===== src/hw/rtl/modular_exponentiation_top_defines.svh =====
// Assertion macros shared by the modular exponentiation RTL.
// Depends on a clock named clk_i and an active-low reset named rst_ni in the including scope.
`ifndef MODULAR_EXPONENTIATION_TOP_DEFINES_SVH
`define MODULAR_EXPONENTIATION_TOP_DEFINES_SVH

`ifndef SYNTH
`define MX_ASSERT(lbl, prop, msg) \
  lbl: assert property (@(posedge clk_i) disable iff (!rst_ni) prop) else $error(msg);
`define MX_ASSERT_ALWAYS(lbl, prop, msg) \
  lbl: assert property (@(posedge clk_i) prop) else $error(msg);
`else
`define MX_ASSERT(lbl, prop, msg)
`define MX_ASSERT_ALWAYS(lbl, prop, msg)
`endif

`endif


===== src/hw/rtl/modexp_pkg.sv =====
// Package for the modular exponentiation block: widths, register indexes, types.
// Used by every module of the block; depends on nothing.
package modexp_pkg;

  localparam int MOD_WIDTH_DEF   = 31;
  localparam int BASE_WIDTH      = 32;
  localparam int CFG_INDEX_WIDTH = 1;

  localparam logic [CFG_INDEX_WIDTH-1:0] CFG_MODULUS  = 1'b0;
  localparam logic [CFG_INDEX_WIDTH-1:0] CFG_EXPONENT = 1'b1;

  typedef enum logic [2:0] {
    ST_IDLE,
    ST_REDUCE,
    ST_STEP,
    ST_MUL,
    ST_SQR,
    ST_OUT
  } modexp_state_e;

  typedef struct packed {
    logic busy;
    logic done;
  } modexp_status_t;

endpackage


===== src/hw/rtl/modular_exponentiation_top.sv =====
// Top level of the modular exponentiation block: configuration registers, sequencer, output register.
// Depends on modexp_pkg, modexp_div, modexp_mul and the assertion macro header.
//
// Each input transaction yields power_result = base_value ^ exponent mod modulus, one
// transaction at a time. The block first reduces the input modulo the modulus
// (one dividend bit per cycle), then walks the exponent from its lowest bit up to its
// highest set bit. Every exponent bit costs a decision step in ST_STEP plus a squaring,
// and a set bit adds a multiplication before the squaring; both run on the one shared
// bit-serial modular multiplier, which sets the rate. A zero exponent or a zero modulus
// skips the reduction and goes straight to the output state. The next input
// transaction is taken once the result sits in the output register.
`include "modular_exponentiation_top_defines.svh"

module modular_exponentiation_top #(
  parameter int MOD_WIDTH = modexp_pkg::MOD_WIDTH_DEF
) (
  input  logic                                   clk_i,
  input  logic                                   rst_ni,
  input  logic                                   cfg_we_i,
  input  logic [modexp_pkg::CFG_INDEX_WIDTH-1:0] cfg_index_i,
  input  logic [MOD_WIDTH-1:0]                   cfg_data_i,
  input  logic                                   in_valid_i,
  output logic                                   in_stall_o,
  input  logic [modexp_pkg::BASE_WIDTH-1:0]      base_value_i,
  output logic                                   out_valid_o,
  input  logic                                   out_stall_i,
  output logic [MOD_WIDTH-1:0]                   power_result_o
);
  import modexp_pkg::*;

  modexp_state_e        state_q, state_d;
  logic [MOD_WIDTH-1:0] modulus_q, exponent_q;
  logic [MOD_WIDTH-1:0] res_q, res_d;
  logic [MOD_WIDTH-1:0] b_q, b_d;
  logic [MOD_WIDTH-1:0] eshift_q, eshift_d;
  logic [MOD_WIDTH-1:0] out_data_q, out_data_d;
  logic                 out_valid_q, out_valid_d;
  logic                 div_start, mul_start, mul_square, load_out, in_stall;
  logic [MOD_WIDTH-1:0] div_rem, mul_prod, mul_a;
  modexp_status_t       div_status, mul_status;

  always_ff @(posedge clk_i or negedge rst_ni) begin
    if (!rst_ni) begin
      modulus_q  <= MOD_WIDTH'(1);
      exponent_q <= '0;
    end else if (cfg_we_i) begin
      priority if (cfg_index_i == CFG_MODULUS) begin
        modulus_q <= cfg_data_i;
      end else if (cfg_index_i == CFG_EXPONENT) begin
        exponent_q <= cfg_data_i;
      end
    end
  end

  always_comb begin
    state_d = state_q;
    unique case (state_q)
      ST_IDLE: begin
        if (in_valid_i) begin
          state_d = (exponent_q == '0 || modulus_q == '0) ? ST_OUT : ST_REDUCE;
        end
      end
      ST_REDUCE: if (div_status.done) state_d = ST_STEP;
      ST_STEP: begin
        if (eshift_q == '0) begin
          state_d = ST_OUT;
        end else if (eshift_q[0]) begin
          state_d = ST_MUL;
        end else begin
          state_d = ST_SQR;
        end
      end
      ST_MUL: if (mul_status.done) state_d = ST_SQR;
      ST_SQR: if (mul_status.done) state_d = ST_STEP;
      ST_OUT: if (!out_valid_q || !out_stall_i) state_d = ST_IDLE;
      default: state_d = ST_IDLE;
    endcase
  end

  always_comb begin
    res_d      = res_q;
    b_d        = b_q;
    eshift_d   = eshift_q;
    div_start  = 1'b0;
    mul_start  = 1'b0;
    mul_square = 1'b0;
    load_out   = 1'b0;
    in_stall   = 1'b1;
    unique case (state_q)
      ST_IDLE: begin
        in_stall = 1'b0;
        if (in_valid_i) begin
          eshift_d = exponent_q;
          if (exponent_q == '0) begin
            res_d = MOD_WIDTH'(1);
          end else if (modulus_q == '0) begin
            res_d = '0;
          end else begin
            div_start = 1'b1;
            res_d     = (modulus_q == MOD_WIDTH'(1)) ? '0 : MOD_WIDTH'(1);
          end
        end
      end
      ST_REDUCE: if (div_status.done) b_d = div_rem;
      ST_STEP: begin
        if (eshift_q != '0) begin
          mul_start  = 1'b1;
          mul_square = !eshift_q[0];
        end
      end
      ST_MUL: begin
        if (mul_status.done) begin
          res_d      = mul_prod;
          mul_start  = 1'b1;
          mul_square = 1'b1;
        end
      end
      ST_SQR: begin
        if (mul_status.done) begin
          b_d      = mul_prod;
          eshift_d = eshift_q >> 1;
        end
      end
      ST_OUT: load_out = !out_valid_q || !out_stall_i;
      default: in_stall = 1'b1;
    endcase
  end

  assign mul_a       = mul_square ? b_q : res_q;
  assign out_valid_d = load_out || (out_valid_q && out_stall_i);
  assign out_data_d  = load_out ? res_q : out_data_q;

  always_ff @(posedge clk_i or negedge rst_ni) begin
    if (!rst_ni) begin
      state_q     <= ST_IDLE;
      out_valid_q <= 1'b0;
    end else begin
      state_q     <= state_d;
      out_valid_q <= out_valid_d;
    end
  end

  always_ff @(posedge clk_i) begin
    res_q      <= res_d;
    b_q        <= b_d;
    eshift_q   <= eshift_d;
    out_data_q <= out_data_d;
  end

  modexp_div #(
    .MOD_WIDTH(MOD_WIDTH)
  ) u_div (
    .clk_i      (clk_i),
    .rst_ni     (rst_ni),
    .start_i    (div_start),
    .dividend_i (base_value_i),
    .modulus_i  (modulus_q),
    .status_o   (div_status),
    .rem_o      (div_rem)
  );

  modexp_mul #(
    .MOD_WIDTH(MOD_WIDTH)
  ) u_mul (
    .clk_i     (clk_i),
    .rst_ni    (rst_ni),
    .start_i   (mul_start),
    .a_i       (mul_a),
    .b_i       (b_q),
    .modulus_i (modulus_q),
    .status_o  (mul_status),
    .prod_o    (mul_prod)
  );

  assign in_stall_o     = in_stall;
  assign out_valid_o    = out_valid_q;
  assign power_result_o = out_data_q;

  `MX_ASSERT(a_div_done, div_status.done |-> state_q == ST_REDUCE, "reduction done off state")
  `MX_ASSERT(a_mul_done, mul_status.done |-> (state_q == ST_MUL || state_q == ST_SQR), "stray done")
  `MX_ASSERT(a_base_reduced, (state_q == ST_STEP) |-> b_q < modulus_q, "base not below modulus")
  `MX_ASSERT(a_res_reduced, (state_q == ST_SQR) |-> res_q < modulus_q, "result not reduced")
  `MX_ASSERT(a_no_overlap, !(div_status.busy && mul_status.busy), "divider and multiplier busy")

endmodule


===== src/hw/rtl/modexp_div.sv =====
// Bit-serial restoring reduction of the input block modulo the modulus.
// Depends on modexp_pkg; one dividend bit per cycle.
module modexp_div #(
  parameter int MOD_WIDTH = modexp_pkg::MOD_WIDTH_DEF
) (
  input  logic                                clk_i,
  input  logic                                rst_ni,
  input  logic                                start_i,
  input  logic [modexp_pkg::BASE_WIDTH-1:0]   dividend_i,
  input  logic [MOD_WIDTH-1:0]                modulus_i,
  output modexp_pkg::modexp_status_t          status_o,
  output logic [MOD_WIDTH-1:0]                rem_o
);
  import modexp_pkg::*;

  localparam int CntW = $clog2(BASE_WIDTH + 1);

  logic [BASE_WIDTH-1:0] quo_q, quo_d;
  logic [MOD_WIDTH-1:0]  rem_q, rem_d;
  logic [CntW-1:0]       cnt_q, cnt_d;
  logic                  done_q, done_d;
  logic [MOD_WIDTH:0]    trial, mod_ext, diff;

  assign trial   = {rem_q, quo_q[BASE_WIDTH-1]};
  assign mod_ext = {1'b0, modulus_i};
  assign diff    = trial - mod_ext;

  always_comb begin
    quo_d  = quo_q;
    rem_d  = rem_q;
    cnt_d  = cnt_q;
    done_d = 1'b0;
    if (start_i) begin
      quo_d = dividend_i;
      rem_d = '0;
      cnt_d = CntW'(BASE_WIDTH);
    end else if (cnt_q != '0) begin
      quo_d  = {quo_q[BASE_WIDTH-2:0], 1'b0};
      rem_d  = (trial >= mod_ext) ? diff[MOD_WIDTH-1:0] : trial[MOD_WIDTH-1:0];
      cnt_d  = cnt_q - CntW'(1);
      done_d = (cnt_q == CntW'(1));
    end
  end

  always_ff @(posedge clk_i or negedge rst_ni) begin
    if (!rst_ni) begin
      cnt_q  <= '0;
      done_q <= 1'b0;
    end else begin
      cnt_q  <= cnt_d;
      done_q <= done_d;
    end
  end

  always_ff @(posedge clk_i) begin
    quo_q <= quo_d;
    rem_q <= rem_d;
  end

  assign status_o.busy = (cnt_q != '0);
  assign status_o.done = done_q;
  assign rem_o         = rem_q;

endmodule


===== src/hw/rtl/modexp_mul.sv =====
// Bit-serial interleaved modular multiplier, multiplier operand scanned from the top bit.
// Depends on modexp_pkg; one multiplier bit per cycle, operands below the modulus.
module modexp_mul #(
  parameter int MOD_WIDTH = modexp_pkg::MOD_WIDTH_DEF
) (
  input  logic                        clk_i,
  input  logic                        rst_ni,
  input  logic                        start_i,
  input  logic [MOD_WIDTH-1:0]        a_i,
  input  logic [MOD_WIDTH-1:0]        b_i,
  input  logic [MOD_WIDTH-1:0]        modulus_i,
  output modexp_pkg::modexp_status_t  status_o,
  output logic [MOD_WIDTH-1:0]        prod_o
);
  import modexp_pkg::*;

  localparam int CntW = $clog2(MOD_WIDTH + 1);

  logic [MOD_WIDTH-1:0] a_q, a_d;
  logic [MOD_WIDTH-1:0] b_q, b_d;
  logic [MOD_WIDTH-1:0] acc_q, acc_d;
  logic [CntW-1:0]      cnt_q, cnt_d;
  logic                 done_q, done_d;
  logic [MOD_WIDTH+1:0] sum, once_m, twice_m, sub1, sub2;

  assign once_m  = {2'b00, modulus_i};
  assign twice_m = {1'b0, modulus_i, 1'b0};
  assign sum     = {1'b0, acc_q, 1'b0} + (b_q[MOD_WIDTH-1] ? {2'b00, a_q} : '0);
  assign sub1    = sum - once_m;
  assign sub2    = sum - twice_m;

  always_comb begin
    a_d    = a_q;
    b_d    = b_q;
    acc_d  = acc_q;
    cnt_d  = cnt_q;
    done_d = 1'b0;
    if (start_i) begin
      a_d   = a_i;
      b_d   = b_i;
      acc_d = '0;
      cnt_d = CntW'(MOD_WIDTH);
    end else if (cnt_q != '0) begin
      b_d    = {b_q[MOD_WIDTH-2:0], 1'b0};
      cnt_d  = cnt_q - CntW'(1);
      done_d = (cnt_q == CntW'(1));
      if (sum >= twice_m) begin
        acc_d = sub2[MOD_WIDTH-1:0];
      end else if (sum >= once_m) begin
        acc_d = sub1[MOD_WIDTH-1:0];
      end else begin
        acc_d = sum[MOD_WIDTH-1:0];
      end
    end
  end

  always_ff @(posedge clk_i or negedge rst_ni) begin
    if (!rst_ni) begin
      cnt_q  <= '0;
      done_q <= 1'b0;
    end else begin
      cnt_q  <= cnt_d;
      done_q <= done_d;
    end
  end

  always_ff @(posedge clk_i) begin
    a_q   <= a_d;
    b_q   <= b_d;
    acc_q <= acc_d;
  end

  assign status_o.busy = (cnt_q != '0);
  assign status_o.done = done_q;
  assign prod_o        = acc_q;

endmodule

===== config.mk =====
export PLATFORM = sky130hd
export DESIGN_NAME = modular_exponentiation_top
export DESIGN_NICKNAME = d
export VERILOG_FILES = /design/src/hw/rtl/modexp_pkg.sv /design/src/hw/rtl/modular_exponentiation_top.sv /design/src/hw/rtl/modexp_div.sv /design/src/hw/rtl/modexp_mul.sv
export VERILOG_INCLUDE_DIRS = /design/src /design/src/hw/rtl
export SDC_FILE = /design/constraint.sdc
export NUM_CORES = 1
export LEC_CHECK = 0
export BUFFER_PORTS_ARGS = -buffer_cell sky130_fd_sc_hd__buf_2
export CAP_MARGIN = 20
export CORE_ASPECT_RATIO = 0.9
export CORE_MARGIN = 5
export CORE_UTILIZATION = 45
export DETAILED_ROUTE_END_ITERATION = 6
export HOLD_SLACK_MARGIN = 0.06
export PLACE_DENSITY = 0.72
export SLEW_MARGIN = 30
export SYNTH_ARGS = -nofsm -noshare
export SYNTH_HDL_FRONTEND = slang
export SYNTH_SLANG_ARGS = --single-unit

===== constraint.sdc =====
create_clock -name clk_i -period 7.4 [get_ports clk_i]
set_clock_uncertainty 0.1 [all_clocks]
set_input_delay 1.11 -clock clk_i [delete_from_list [all_inputs] [get_ports clk_i]]
set_output_delay 1.11 -clock clk_i [all_outputs]
set_load 0.005 [all_outputs]

==> flow_summary.yaml, run 1 <==
floorplan:
  initial_utilization_pct: 45.31
  io_pins: 102
  fp.dieW_um: 240.9
  die_h_um: 217.8
  num_rows: 76
  die-area_mm2: 0.05246
  coreArea_mm2: 0.04764
routing:
  wirelength_um: 58320
  wl_per_cell_um: 20.61
  drc_errors: 0
  first_pass_iters: 6
  drt_iter0_markers: 1293
  vias_per_cell: 5.940
  antenna_left: 0
  num_vias: 16810
layout:
  nFillCells: 4232
  regArea_mm2: 0.009766
  antenna_cells: 0
  final_cell_mix: "nand2_1 (246), edfxtp_1 (218), mux2_2 (154), a21oi_1 (140), ha_1 (128)"
  area_growth_pct: 11.75
  fin_nets: 2376
  drive_gt1_share_pct: 17.32
  multi_input_area_mm2: 0.01122
  stdcell_count: 2830
  final_common_cell: "nand2_1"
grt:
  antenna_found_initial: 1
  grt_pass1_wl_um: 91150
  grt_max_degree: 68
  grt_use_total_pct: 21.84
  grt_overflow: 0
  grt_pass1_vias: 16080
sta:
  period_minus_slack_ns: 6.369
  clock.fmax_mhz: 157.0
  setup-violations-final: 0
  finalHoldViolCount: 0
  slew_headroom_pct: 34.71
  tightest_slew_ns: 0.9666
  rsz0062_at_grt: "no"
  period_share_pct: 86.07
  finalMaxSlewViolations: 0
  finalSetupTns_ns: 0
place:
  place_hpwl_um: 43750
  place_inst: 2758
  io_buffers: 101
  gp_congestion: 1.002
cts:
  h-tree-depth: 2
  clkTransAtPathRegs_ns: 0.06
  cts_buffers: 39
  ctsResizeCount: 0
  clock-sinks: 359
  clk_latency_ns: 0.57
  ctsHoldBuffers: 0
  cts_tree: "done"
  cts_buffer_depth: 3
  post-cts-setup-buffer-count: 0
  ctsRootBufferMaster: "clkbuf_16"
outcome:
  status: "complete, no violations"
worst_setup_path:
  r2r_end: "u_mul.prod_o[0]"
  path_max_fanout: 31
  cp-end-kind: "register"
  startpoint_type: "register"
  cp.arrival_ns: 6.73
  regToRegStartpoint: "u_mul.b_q[30]"
  r2r.worst_path.cells: 21
  critPathRequiredTime_ns: 7.76
  critPathKind: "register to register"
  rrSetupSlack_ns: 1.03
yosys:
  synth_nets: 2303
  synth.avg_cell_area_um2: 10.27
  synth-main-ff-cell: "edfxtp_1"
  yosysSeqAreaShare_pct: 45.24
  syn_inst: 2102
  synthesis.area_mm2: 0.02159
  yosys_warnings: 0
  yosys.cell_types.count: 92
  synth_edf_count: 218
  ys_async_sr_fraction_pct: 22.01
  ys_seq_elements: 359
flow_run:
  cap_viol_max_count: 0
worst_hold_path:
  hold_path_end: "power_result_o[15]"
  min_path_type: "register to register"
  hold_path.startpoint: "res_q[15]"
  holdPathStages: 0
## critical path, cell delays in order (launching register included)
cell and delay (ns):
edfxtp_1 0.73, and2_1 0.29, ha_1 0.23, fa_1 0.41, a21oi_1 0.24, o21ai_1 0.14
or4_4 0.51, and3_1 0.18, a21oi_1 0.22, xnor2_1 0.28, ha_1 0.40, a21o_1 0.21
a21o_1 0.18, a311o_1 0.33, a211oi_1 0.26, o21ai_2 0.14, a21oi_2 0.21, o311a_1 0.43
buf_4 0.30, o21ai_1 0.11, mux2i_1 0.14, a22o_1 0.20
## how the worst max path moves through the flow
stage	startpoint	endpoint	slack (ns)	cells after the start
after floorplan	u_mul.b_q[30]	u_mul.prod_o[30]	2.23	23
after global placement	u_mul.b_q[30]	u_mul.prod_o[27]	1.27	19
after detailed placement	u_mul.b_q[30]	u_mul.prod_o[0]	1.17	21
after CTS	u_mul.b_q[30]	u_mul.prod_o[0]	1.14	21
after global routing	u_mul.b_q[30]	u_mul.prod_o[0]	0.69	21
final	u_mul.b_q[30]	u_mul.prod_o[0]	1.03	21
## final cells by class
type                            instances  share of cell area (%)
Inverter                               71                   1.105
Tap cell                              624                   3.236
Multi-Input combinational cell       1580                   46.51
Clock buffer                           47                   4.559
Clock inverter                         25                   1.063
Sequential cell                       359                   40.48
Timing Repair Buffer                  124                   3.049
## synthesized netlist by cell type, drive strengths merged (14+ instances only)
master,n,share of area (%)
nand3,27,0.65
mux2,154,8.0
xor2,37,1.5
a21o,55,1.9
and3,50,1.4
a21oi,143,3.3
mux2i,26,1.2
dfrtp,78,9.0
dfxtp,62,5.7
clkbuf,74,1.3
nor2b,22,0.64
inv,71,1.2
o21ai,132,3.1
nor4,29,0.84
a211oi,53,1.9
nor3,42,0.97
and2,42,1.2
o21a,24,0.83
nand4,22,0.64
nand2,247,4.3
ha,128,7.4
a31oi,14,0.41
nor2,92,1.6
xnor2,68,2.8
edfxtp,218,30
buf,18,0.49
o211ai,21,0.73
## kinds of logic (layout without fill, tap and decap cells)
logic type	after synthesis	count (layout)	synth area share [%]
xor+xnor	105	105	4.260
mux	180	180	9.238
fa+ha+maj	132	132	7.790
buf+inv	163	267	3.025
flops	359	359	45.24
simple gates	616	616	13.80
compound gates	547	547	16.65
## sequential cells by signal (all words and copies together) (netlist names), 5 cells and up
signal          flops
res_q              31
eshift_q           31
u_div.rem_o        31
u_mul.cnt_q         5
u_div.cnt_q         6
u_div.quo_q        32
u_mul.b_q          31
power_result_o     31
modulus_q          31
b_q                31
u_mul.a_q          31
exponent_q         31
u_mul.prod_o       31
## routing by layer
metal	track usage, %	wire length, µm	up-vias	share of wire, %
met5	0	0	-	0
met4	6.168	1564	0	2.7
met3	3.085	4255	69	7.3
met2	32.18	24670	594	42
met1	33.60	27830	8173	48
li1	-	-	7975	-
## stage by stage
stage | utilization (%) | hold slack [ns] | instance area, µm² | worst slack [ns]
4_1_cts | 50.64 | 0.3430 | 24120 | 1.137
2_1_floorplan | - | 0.3222 | 21590 | 2.235
3_5_place_dp | 47.79 | 0.3349 | 22770 | 1.170
5_1_grt | 50.64 | 0.3545 | 24130 | 0.6891
3_3_place_gp | 47.61 | 0.3311 | 22680 | 1.265
6_report | 50.64 | 0.3442 | 24130 | 1.031
Power of run 1 is not shown: default switching activity piles up to over one toggle a cycle in this logic, so the estimate is an artifact.
==> run 2, diff against run 1 <==
--- a/config.mk
+++ b/config.mk
@@ -6,14 +6,17 @@
 export SDC_FILE = /design/constraint.sdc
 export NUM_CORES = 1
 export LEC_CHECK = 0
+export ABC_CLOCK_PERIOD_IN_PS = 7400
 export BUFFER_PORTS_ARGS = -buffer_cell sky130_fd_sc_hd__buf_2
 export CAP_MARGIN = 20
+export CELL_PAD_IN_SITES_DETAIL_PLACEMENT = 2
+export CELL_PAD_IN_SITES_GLOBAL_PLACEMENT = 2
 export CORE_ASPECT_RATIO = 0.9
 export CORE_MARGIN = 5
-export CORE_UTILIZATION = 45
+export CORE_UTILIZATION = 41
 export DETAILED_ROUTE_END_ITERATION = 6
 export HOLD_SLACK_MARGIN = 0.06
-export PLACE_DENSITY = 0.72
+export PLACE_DENSITY = 0.91
 export SLEW_MARGIN = 30
 export SYNTH_ARGS = -nofsm -noshare
 export SYNTH_HDL_FRONTEND = slang
==> flow_summary.yaml, run 2 (synthesis results as in run 1) <==
routing:
  vias_per_cell: 6.406
  first_pass_iters: 5
  drt_iter0_markers: 1522
  wl_per_cell_um: 30.58
  wirelength_um: 88750
  antenna_left: 0
  num_vias: 18590
  drc_errors: 0
worst_setup_path:
  crit_path_start: "u_mul.b_q[30]"
  cp.arrival_ns: 7.40
  critPathRequiredTime_ns: 7.71
  r2r.worst_path.cells: 23
  cp-end-kind: "register"
  regToRegStartpoint: "u_mul.b_q[30]"
  startpoint_type: "register"
  critPathKind: "register to register"
  path_max_fanout: 31
sta:
  clock.fmax_mhz: 141.1
  period_share_pct: 95.77
  finalMaxSlewViolations: 0
  tightest_slew_ns: 0.9567
  finalSetupTns_ns: 0
  period_minus_slack_ns: 7.087
  finalHoldViolCount: 0
  setup-violations-final: 0
  slew_headroom_pct: 36.22
  hold_slack_ns: 0.2391
  rsz0062_at_grt: "no"
worst_hold_path:
  min_path_type: "primary input to async pin"
floorplan:
  initial_utilization_pct: 41.60
  fp.dieW_um: 251.9
  io_pins: 102
  num_rows: 79
  die-area_mm2: 0.05735
  die_h_um: 227.7
  coreArea_mm2: 0.05189
cts:
  h-tree-depth: 2
  ctsHoldBuffers: 0
  clkTransAtPathRegs_ns: 0.07
  ctsResizeCount: 0
  clk_latency_ns: 0.60
  clock-sinks: 359
  cts_buffer_depth: 3
  post-cts-setup-buffer-count: 0
  ctsRootBufferMaster: "clkbuf_16"
  cts_buffers: 41
  cts_tree: "done"
grt:
  grt_use_total_pct: 30.16
  grt_max_degree: 74
  grt_pass1_wl_um: 133100
  grt_pass1_vias: 20460
  antenna_found_initial: 4
  grt_overflow: 0
layout:
  multi_input_area_mm2: 0.01123
  drive_gt1_share_pct: 16.90
  fin_nets: 2382
  regArea_mm2: 0.009766
  final_common_cell: "nand2_1"
  largest_reg_flops: 32
  top_register: "u_div.quo_q"
  nFillCells: 5292
  area_growth_pct: 12.12
  final_cell_mix: "nand2_1 (246), edfxtp_1 (218), mux2_2 (154), a21oi_1 (140), ha_1 (128)"
place:
  gp_congestion: 0.9517
  io_buffers: 101
  place_hpwl_um: 61780
flow_run:
  cap_viol_max_count: 0
outcome:
  status: "complete, no violations"
run 2: changes by cell type in the layout (fill, tap and decap cells not counted), moves of 2 or more:
cell        delta
clkinv_1       +5
buf_16         -2
buf_4          +5
clkinv_2       -4
bufinv_16      +2
clkbuf_1      +10
clkbuf_8       -2
clkinvlp_4     -5
run 2: cell type report:
cell class | count | area share (%)
Antenna cell | 1 | 0.01034
Inverter | 71 | 1.101
Clock inverter | 21 | 1.106
Clock buffer | 54 | 4.482
Sequential cell | 359 | 40.35
Multi-Input combinational cell | 1580 | 46.38
Timing Repair Buffer | 128 | 3.014
Tap cell | 688 | 3.556
run 2: worst paths after layout:
check,endpoint,slack (ns)
min in group clk_i,power_result_o[15],0.33
max reg2reg,u_mul.prod_o[30],0.31
min reg2reg,power_result_o[15],0.33
max in group asynchronous,modulus_q[12],5.99
min,u_div.cnt_q[4],0.24
max,u_mul.prod_o[30],0.31
run 2: per-layer routing:
layer	GRT usage, %	wire length (µm)	up-vias
met2	52.11	42610	782
li1	-	-	7979
met5	0	32	-
met1	37.71	35690	9567
met4	13.20	4444	4
met3	4.904	5967	259
run 2: metrics by stage:
stage | setup WS [ns] | utilization [%] | cell area (µm²) | std cells
floorplan | 2.235 | - | 21590 | 2102
global placement | 1.114 | 43.95 | 22810 | 2824
CTS | 0.4971 | 46.63 | 24200 | 2901
detailed placement | 0.7176 | 44.02 | 22840 | 2826
finish | 0.3133 | 46.64 | 24200 | 2902
global route | 0.1048 | 46.64 | 24200 | 2902
run 2: critical path, cell delays in order (launching register included):
cell and delay [ns]:
edfxtp_1 0.78, and2_1 0.32, ha_1 0.23, fa_1 0.42
a21oi_1 0.35, o21ai_1 0.21, or4_4 0.55, nand3_2 0.13
o31ai_1 0.12, nor2_1 0.23, o21ai_0 0.20, xor2_1 0.20
buf_4 0.19, ha_1 0.35, nand4_1 0.21, nor4bb_1 0.50
nand2_1 0.12, o21ai_2 0.24, a21oi_2 0.09, o311a_1 0.55
buf_4 0.26, or3_1 0.30, mux2i_1 0.18, a211oi_1 0.07
Power of run 2 is left out for the same reason.
